`config.mk`:
```
export PLATFORM = sky130hd
export DESIGN_NAME = sqcg_corner_seq_flat
export DESIGN_NICKNAME = d
export VERILOG_FILES = /design/src/design/sqcg_pkg.sv /design/src/design/sqcg_if.sv /design/src/design/sqcg_corner_seq.sv /design/src/flat_wrapper.sv
export SDC_FILE = /design/constraint.sdc
export NUM_CORES = 1
export LEC_CHECK = 0
export ABC_CLOCK_PERIOD_IN_PS = 27800
export BUFFER_PORTS_ARGS = -buffer_cell sky130_fd_sc_hd__buf_2
export CAP_MARGIN = 20
export CELL_PAD_IN_SITES_DETAIL_PLACEMENT = 1
export CELL_PAD_IN_SITES_GLOBAL_PLACEMENT = 2
export CORE_MARGIN = 2
export CORE_UTILIZATION = 40
export DETAILED_ROUTE_END_ITERATION = 10
export PLACE_DENSITY = 0.91
export SLEW_MARGIN = 20
export SYNTH_ARGS = -nofsm -noshare
export SYNTH_HDL_FRONTEND = slang
export SYNTH_SLANG_ARGS = --single-unit
export TNS_END_PERCENT = 20
```
`constraint.sdc`:
```
create_clock -name clk_i -period 27.8 [get_ports clk_i]
set_input_delay 4.17 -clock clk_i [delete_from_list [all_inputs] [get_ports clk_i]]
set_output_delay 4.17 -clock clk_i [all_outputs]
set_load 0.02 [all_outputs]
```
`src/design/sqcg_pkg.sv`:
```
// sqcg_pkg: shared widths, register codes, corner codes, pipeline payload type
// and the sine table entry function for the sprite quad corner generator.
// no dependencies.
package sqcg_pkg;

  // default sine table resolution (quarter wave holds 2^bits + 1 entries)
  localparam int SINE_TABLE_BITS_DEF = 10;

  // field widths
  localparam int ANGLE_W  = 16;
  localparam int COORD_W  = 16;
  localparam int SCALE_W  = 16;
  localparam int TEX_W    = 16;
  localparam int COLOR_W  = 32;

  // internal arithmetic widths
  localparam int ROM_W    = 15;  // unsigned q1.14 magnitude, up to 16384
  localparam int TRIG_W   = 16;  // signed q1.14
  localparam int SCALED_W = 33;  // signed position times scale
  localparam int HALF_W   = 32;  // unsigned size times scale
  localparam int PROD_W   = 49;  // signed half size times trig, 2^-33 units
  localparam int PAIR_W   = 50;  // sum or difference of two products
  localparam int SUM_W    = 51;  // corner offset plus centre
  localparam int FRAC_SHIFT = 29; // 2^-33 units down to q12.4
  localparam int POS_SHIFT  = 15; // centre 2^-18 units up to 2^-33 units

  localparam logic [ANGLE_W-1:0] QUARTER_TURN = 16'h4000;
  localparam logic signed [PROD_W-1:0] ROUND_HALF = PROD_W'(64'd1 << (FRAC_SHIFT - 1));

  // configuration port
  localparam int CFG_IDX_W  = 8;
  localparam int CFG_DATA_W = 32;
  localparam logic [CFG_IDX_W-1:0] REG_SCALE_X = 8'd0;
  localparam logic [CFG_IDX_W-1:0] REG_SCALE_Y = 8'd1;
  localparam logic [SCALE_W-1:0]   SCALE_RESET = 16'd16384;

  // corner order of the emitted vertices
  typedef enum logic [1:0] {
    CORNER_TL,
    CORNER_TR,
    CORNER_BR,
    CORNER_BL
  } corner_e;

  // payload handed from the rotation pipe to the corner sequencer
  typedef struct packed {
    logic signed [PAIR_W-1:0] ab_sum;   // hx*cos + hy*sin
    logic signed [PAIR_W-1:0] ab_diff;  // hx*cos - hy*sin
    logic signed [PAIR_W-1:0] cd_sum;   // hx*sin + hy*cos
    logic signed [PAIR_W-1:0] cd_diff;  // hx*sin - hy*cos
    logic signed [PAIR_W-1:0] ctr_x;    // centre x plus rounding half
    logic signed [PAIR_W-1:0] ctr_y;    // centre y plus rounding half
    logic [TEX_W-1:0]         tex_left;
    logic [TEX_W-1:0]         tex_top;
    logic [TEX_W-1:0]         tex_right;
    logic [TEX_W-1:0]         tex_bottom;
    logic [COLOR_W-1:0]       color;
  } pair_t;

  // quarter-wave sine entry k in q1.14, taylor series on a q2.30 argument
  function automatic logic [ROM_W-1:0] sine_entry(input int k, input int bits);
    longint unsigned x;
    longint unsigned x2;
    longint unsigned term;
    longint          sum;
    x    = (longint'(k) * 64'd1686629713) >> bits;
    x2   = (x * x) >> 30;
    term = x;
    sum  = $signed(x);
    term = ((term * x2) >> 30) / 64'd6;   sum = sum - $signed(term);
    term = ((term * x2) >> 30) / 64'd20;  sum = sum + $signed(term);
    term = ((term * x2) >> 30) / 64'd42;  sum = sum - $signed(term);
    term = ((term * x2) >> 30) / 64'd72;  sum = sum + $signed(term);
    term = ((term * x2) >> 30) / 64'd110; sum = sum - $signed(term);
    term = ((term * x2) >> 30) / 64'd156; sum = sum + $signed(term);
    term = ((term * x2) >> 30) / 64'd210; sum = sum - $signed(term);
    term = ((term * x2) >> 30) / 64'd272; sum = sum + $signed(term);
    term = ((term * x2) >> 30) / 64'd342; sum = sum - $signed(term);
    if (sum < 0) begin
      sum = 0;
    end
    return ROM_W'((unsigned'(sum) + 64'd32768) >> 16);
  endfunction

endpackage

```
`src/design/sqcg_if.sv`:
```


interface sqcg_vertex_if import sqcg_pkg::*; ();
  logic                      valid;
  logic                      ready;
  logic signed [COORD_W-1:0] vert_x;
  logic signed [COORD_W-1:0] vert_y;
  logic [TEX_W-1:0]          tex_u;
  logic [TEX_W-1:0]          tex_v;
  logic [COLOR_W-1:0]        vertex_color;
  logic [1:0]                corner;
  logic                      last_corner;

  modport source (
    output valid, vert_x, vert_y, tex_u, tex_v, vertex_color, corner, last_corner,
    input  ready
  );
  modport sink (
    input  valid, vert_x, vert_y, tex_u, tex_v, vertex_color, corner, last_corner,
    output ready
  );
endinterface


```
`src/design/sqcg_corner_seq.sv`:
```
// sqcg_corner_seq: walks the four corners of one sprite, adds the centre, rounds
// and saturates, and holds each vertex in the output register. depends on sqcg_pkg, sqcg_if.
module sqcg_corner_seq import sqcg_pkg::*; (
  input  logic          clk_i,
  input  logic          rst_ni,
  input  logic          pair_valid_i,
  output logic          pair_ready_o,
  input  pair_t         pair_i,
  sqcg_vertex_if.source vert_o
);

  localparam logic signed [SUM_W-FRAC_SHIFT-1:0] SAT_MAX =
    (SUM_W-FRAC_SHIFT)'(32767);
  localparam logic signed [SUM_W-FRAC_SHIFT-1:0] SAT_MIN =
    -(SUM_W-FRAC_SHIFT)'(32768);

  logic    seq_valid_q;
  pair_t   pair_q;
  corner_e corner_q;

  logic    out_valid_q;
  logic signed [COORD_W-1:0] vx_q, vy_q;
  logic [TEX_W-1:0]          u_q, v_q;
  logic [COLOR_W-1:0]        color_q;
  logic [1:0]                corner_out_q;
  logic                      last_q;

  logic out_free, emit, last;
  logic use_diff_x, use_sum_y, negate;
  logic signed [PAIR_W-1:0] x_op, y_op;
  logic signed [SUM_W-1:0]  sum_x, sum_y;
  logic signed [COORD_W-1:0] vx_d, vy_d;

  // round-down shift and clamp to q12.4
  function automatic logic signed [COORD_W-1:0] sat_q12_4(input logic signed [SUM_W-1:0] t);
    logic signed [SUM_W-FRAC_SHIFT-1:0] r;
    r = t[SUM_W-1:FRAC_SHIFT];
    if (r > SAT_MAX) begin
      return 16'sh7fff;
    end else if (r < SAT_MIN) begin
      return 16'sh8000;
    end else begin
      return COORD_W'(r);
    end
  endfunction

  assign out_free     = !out_valid_q || vert_o.ready;
  assign emit         = seq_valid_q && out_free;
  assign last         = corner_q == CORNER_BL;
  assign pair_ready_o = !seq_valid_q || (emit && last);

  // corner signs: x uses -(a-b), a+b, a-b, -(a+b); y uses -(c+d), c-d, c+d, -(c-d)
  always_comb begin
    use_diff_x = (corner_q == CORNER_TL) || (corner_q == CORNER_BR);
    use_sum_y  = use_diff_x;
    negate     = (corner_q == CORNER_TL) || (corner_q == CORNER_BL);
    x_op  = use_diff_x ? pair_q.ab_diff : pair_q.ab_sum;
    y_op  = use_sum_y  ? pair_q.cd_sum  : pair_q.cd_diff;
    sum_x = negate ? SUM_W'(pair_q.ctr_x) - SUM_W'(x_op) : SUM_W'(pair_q.ctr_x) + SUM_W'(x_op);
    sum_y = negate ? SUM_W'(pair_q.ctr_y) - SUM_W'(y_op) : SUM_W'(pair_q.ctr_y) + SUM_W'(y_op);
    vx_d  = sat_q12_4(sum_x);
    vy_d  = sat_q12_4(sum_y);
  end

  // sprite hold register and corner counter
  always_ff @(posedge clk_i or negedge rst_ni) begin
    if (!rst_ni) begin
      seq_valid_q <= 1'b0;
      corner_q    <= CORNER_TL;
    end else begin
      if (pair_ready_o) begin
        seq_valid_q <= pair_valid_i;
        corner_q    <= CORNER_TL;
      end else if (emit) begin
        corner_q    <= corner_e'(corner_q + 2'd1);
      end
    end
  end

  always_ff @(posedge clk_i) begin
    if (pair_ready_o && pair_valid_i) begin
      pair_q <= pair_i;
    end
  end

  // output register
  always_ff @(posedge clk_i or negedge rst_ni) begin
    if (!rst_ni) begin
      out_valid_q <= 1'b0;
    end else if (out_free) begin
      out_valid_q <= seq_valid_q;
    end
  end

  always_ff @(posedge clk_i) begin
    if (emit) begin
      vx_q         <= vx_d;
      vy_q         <= vy_d;
      u_q          <= negate ? pair_q.tex_left : pair_q.tex_right;
      v_q          <= corner_q[1] ? pair_q.tex_bottom : pair_q.tex_top;
      color_q      <= pair_q.color;
      corner_out_q <= corner_q;
      last_q       <= last;
    end
  end

  assign vert_o.valid        = out_valid_q;
  assign vert_o.vert_x       = vx_q;
  assign vert_o.vert_y       = vy_q;
  assign vert_o.tex_u        = u_q;
  assign vert_o.tex_v        = v_q;
  assign vert_o.vertex_color = color_q;
  assign vert_o.corner       = corner_out_q;
  assign vert_o.last_corner  = last_q;

endmodule

```
`src/flat_wrapper.sv`:
```
// flat-port wrapper written by rule: the top's interface ports become plain ports
module sqcg_corner_seq_flat import sqcg_pkg::*;
  (clk_i, rst_ni, pair_valid_i, pair_ready_o, pair_i, vert_o_valid, vert_o_vert_x, vert_o_vert_y, vert_o_tex_u, vert_o_tex_v, vert_o_vertex_color, vert_o_corner, vert_o_last_corner, vert_o_ready);
  sqcg_vertex_if vert_o_i ();
  input  logic clk_i;
  input  logic rst_ni;
  input  logic pair_valid_i;
  output logic pair_ready_o;
  input  pair_t pair_i;
  output wire logic [$bits(vert_o_i.valid)-1:0] vert_o_valid;
  output wire logic [$bits(vert_o_i.vert_x)-1:0] vert_o_vert_x;
  output wire logic [$bits(vert_o_i.vert_y)-1:0] vert_o_vert_y;
  output wire logic [$bits(vert_o_i.tex_u)-1:0] vert_o_tex_u;
  output wire logic [$bits(vert_o_i.tex_v)-1:0] vert_o_tex_v;
  output wire logic [$bits(vert_o_i.vertex_color)-1:0] vert_o_vertex_color;
  output wire logic [$bits(vert_o_i.corner)-1:0] vert_o_corner;
  output wire logic [$bits(vert_o_i.last_corner)-1:0] vert_o_last_corner;
  input wire logic [$bits(vert_o_i.ready)-1:0] vert_o_ready;
  assign vert_o_valid = vert_o_i.valid;
  assign vert_o_vert_x = vert_o_i.vert_x;
  assign vert_o_vert_y = vert_o_i.vert_y;
  assign vert_o_tex_u = vert_o_i.tex_u;
  assign vert_o_tex_v = vert_o_i.tex_v;
  assign vert_o_vertex_color = vert_o_i.vertex_color;
  assign vert_o_corner = vert_o_i.corner;
  assign vert_o_last_corner = vert_o_i.last_corner;
  assign vert_o_i.ready = vert_o_ready;
  sqcg_corner_seq u_core (.clk_i(clk_i), .rst_ni(rst_ni), .pair_valid_i(pair_valid_i), .pair_ready_o(pair_ready_o), .pair_i(pair_i), .vert_o(vert_o_i));
endmodule
```
==> results.yml <==
outcome:
  status: "completed"
yosys:
  yosysUniqueCellTypes: 78
  synth.ff_latch_count: 499
  yosysSeqAreaShare: 0.598
  synth_edf_count: 495
  async_flop_share: 0.00802
  ys_warn_count: 0
  syn-mean-instance-area_um2: 12.5
  synthCells: 2004
  synth_area_um2: 25000
  ys.flop_type: "edfxtp_1"
  synth_nets: 2507
sta:
  fin_ws_ps: 18290
  max_freq_mhz: 105
  finClkSkew_ps: 31.7
  slew_headroom: 0.275
  tightest_slew_ps: 1080
  timing.setup.tns_ps: 0
  post-route-period-util: 0.342
  drv_slew: 0
  setup_violations: 0
  final_hold_viol_count: 0
  finalCriticalPeriod_ps: 9510
  rsz0062_at_grt: "no"
placed_design:
  dp.cells: 3283
  dp_hpwl_mm: 64.3
  dp_slack_ps: 18350
  numPortBuffers: 500
  gp_congestion: 0.936
floorplanning:
  die_x_um: 254
  ios: 501
  rows: 91
  fp.dieArea_um2: 64600
  die_h_um: 254
  start_util: 0.405
  core-area_um2: 61700
final_layout:
  fin_cells: 3394
  num-nets-final: 3004
  areaGrowthSynthToFinish_pct: 20.8
  drive_above_1_share: 0.262
cts:
  clk_latency_ps: 620
  clkSlewWorstSetupHoldPaths_ps: 60
  cts_max_path_buffers: 3
  clockRootBuffer: "clkbuf_16"
  cts_tree: "yes"
  cts_setup_buffers: 0
  ctsResizeCount: 0
  cts_buffers: 53
  cts.sinks: 499
  postCtsHoldBufs: 0
  h-tree-depth: 2
setup_path:
  worst-r2r-cell-count: 23
  path_max_fanout: 45
  r2r_start: "u_core.corner_q[1]"
  critPathArrivalTime_ps: 9820
  r2r_end: "u_core.vert_o.vert_x[12]"
  cp-end-kind: "flop"
  r2r_slack_ps: 18290
  critPathRequiredTime_ps: 28100
  path_class: "flop to flop"
  cp-start-kind: "flop"
routing:
  antenna_left: 0
  routed_via_density: 5.58
  drt_wl_total_mm: 83.7
  drc: 0
  drt_iter0_markers: 1257
  avgRoutedWirePerCell_um: 24.7
  dr_total_vias: 18937
  firstDrtPassIters: 5
hold_path:
  hold_class: "flop to flop"
  hp-start: "u_core.pair_q[21]"
  holdPathEnd: "u_core.vert_o.vertex_color[21]"
  whs_path_depth: 0
global_routing:
  antenna_found_initial: 26
  grt_pass1_wl_mm: 122
  grt_pass1_vias: 20284
  grt_overflow_total: 0
  grt_usage: 0.254
  grt_max_degree: 83
run:
  drv_cap: 0
[through the flow]
stage	area [um2]	utilization	hold slack (ps)
after global routing	30200	0.490	427
after CTS	30200	0.489	419
after floorplan	25000	-	400
after global placement	28400	0.460	401
final	30200	0.490	417
after detailed placement	28400	0.460	406
[routing by layer]
metal  routed length, um  global-route usage  share of wire  up-vias
met1               33000               0.302           0.39     9310
met4                2780              0.0953          0.033       34
li1                    -                   -              -     8730
met5                 221                   0         0.0026        -
met3                6660              0.0752          0.080      178
met2               41100               0.434           0.49      685
[sequential cells by signal (all words and copies together), names as in the netlist]
name	cells
u_core.pair_q	396
u_core.seq_valid_q	1
u_core.vert_o.valid	1
u_core.vert_o.tex_v	16
u_core.vert_o.vert_y	16
u_core.vert_o.vertex_color	32
u_core.vert_o.last_corner	1
u_core.corner_q	2
u_core.vert_o.corner	2
u_core.vert_o.tex_u	16
u_core.vert_o.vert_x	16
[how the worst max path moves through the flow]
stage | cells past startpoint | end | slack, ps | start
floorplan | 4 | u_core.pair_q[0] | 13360 | vert_o_ready
global placement | 5 | pair_ready_o | 18780 | vert_o_ready
detailed placement | 23 | u_core.vert_o.vert_x[4] | 18350 | u_core.corner_q[1]
CTS | 23 | u_core.vert_o.vert_x[4] | 18320 | u_core.corner_q[1]
global route | 23 | u_core.vert_o.vert_x[0] | 17670 | u_core.corner_q[1]
finish | 23 | u_core.vert_o.vert_x[12] | 18290 | u_core.corner_q[1]
[cell usage after synthesis, types with 5 or more instances]
library cell	count	area, um2
edfxtp_1	495	14900
nand2_1	162	608
o21ai_0	137	686
a21oi_1	128	641
xnor2_1	108	946
ha_1	103	1290
mux2i_1	96	961
nor2_1	92	345
nor3_1	82	410
clkbuf_1	51	191
a21o_1	44	330
nand4_1	42	263
mux2_2	37	417
nand3_1	35	175
xor2_1	30	263
or3_1	29	181
nor4_1	28	175
inv_1	25	93.8
nand2b_1	23	144
o31ai_1	22	165
a211oi_1	17	128
and3_1	17	106
o211ai_1	15	113
nor2b_1	12	75.1
buf_1	11	41.3
o21bai_1	11	82.6
a31oi_1	10	62.6
and2_1	9	56.3
o21a_1	9	67.6
buf_2	8	40.0
nor4b_1	8	70.1
or2_2	8	50.1
nand3b_1	7	52.6
a21boi_0	6	45.0
and4_1	5	43.8
[cell usage in the layout (no fill, tap or decap), types with 82 or more instances in the layout]
| cell | synthesis | routed |
|---|---|---|
| a21oi_1 | 128 | 128 |
| o21ai_0 | 137 | 137 |
| buf_2 | 8 | 500 |
| mux2i_1 | 96 | 96 |
| edfxtp_1 | 495 | 495 |
| nor2_1 | 92 | 92 |
| nand2_1 | 162 | 162 |
| xnor2_1 | 108 | 108 |
| ha_1 | 103 | 102 |
| nor3_1 | 82 | 82 |
[cells by family after synthesis]
group | synth area share
AO/OA/AOI/OAI | 0.114
XOR/XNOR | 0.0483
adder cells (fa/ha/maj) | 0.0515
buffers and inverters | 0.0166
flip-flops | 0.598
multiplexers | 0.0551
AND/OR/NAND/NOR | 0.117
[final cells by class]
cell class,instances,area [um2]
repair buffers,517,2630
clock buffers,56,1340
well taps,837,1050
fillers,6647,31500
multi-input cells,1405,9660
inverters,25,93.8
flip-flops and latches,499,15000
diodes,12,30.0
clock inverters,43,454
[worst max-delay path, stage by stage, from the launching register on]
cell and delay, ps:
dfrtp_1 920, inv_1 220, ha_4 240, nor2_4 700
buf_4 640, mux2i_1 360, ha_1 250, nand4b_1 250
nor3_1 660, nand2_1 280, or3_1 420, nand2_1 100
xnor2_1 80, ha_1 410, nand4_1 200, or3_1 440
or4_1 530, a311oi_1 730, o311ai_0 240, a21oi_1 210
o21ai_0 120, xnor2_1 160, a41oi_1 760, o21ai_0 250
Power is left out: the tool's default activity adds up to more than one toggle a clock period on the data nets, which glitch-free logic cannot reach.
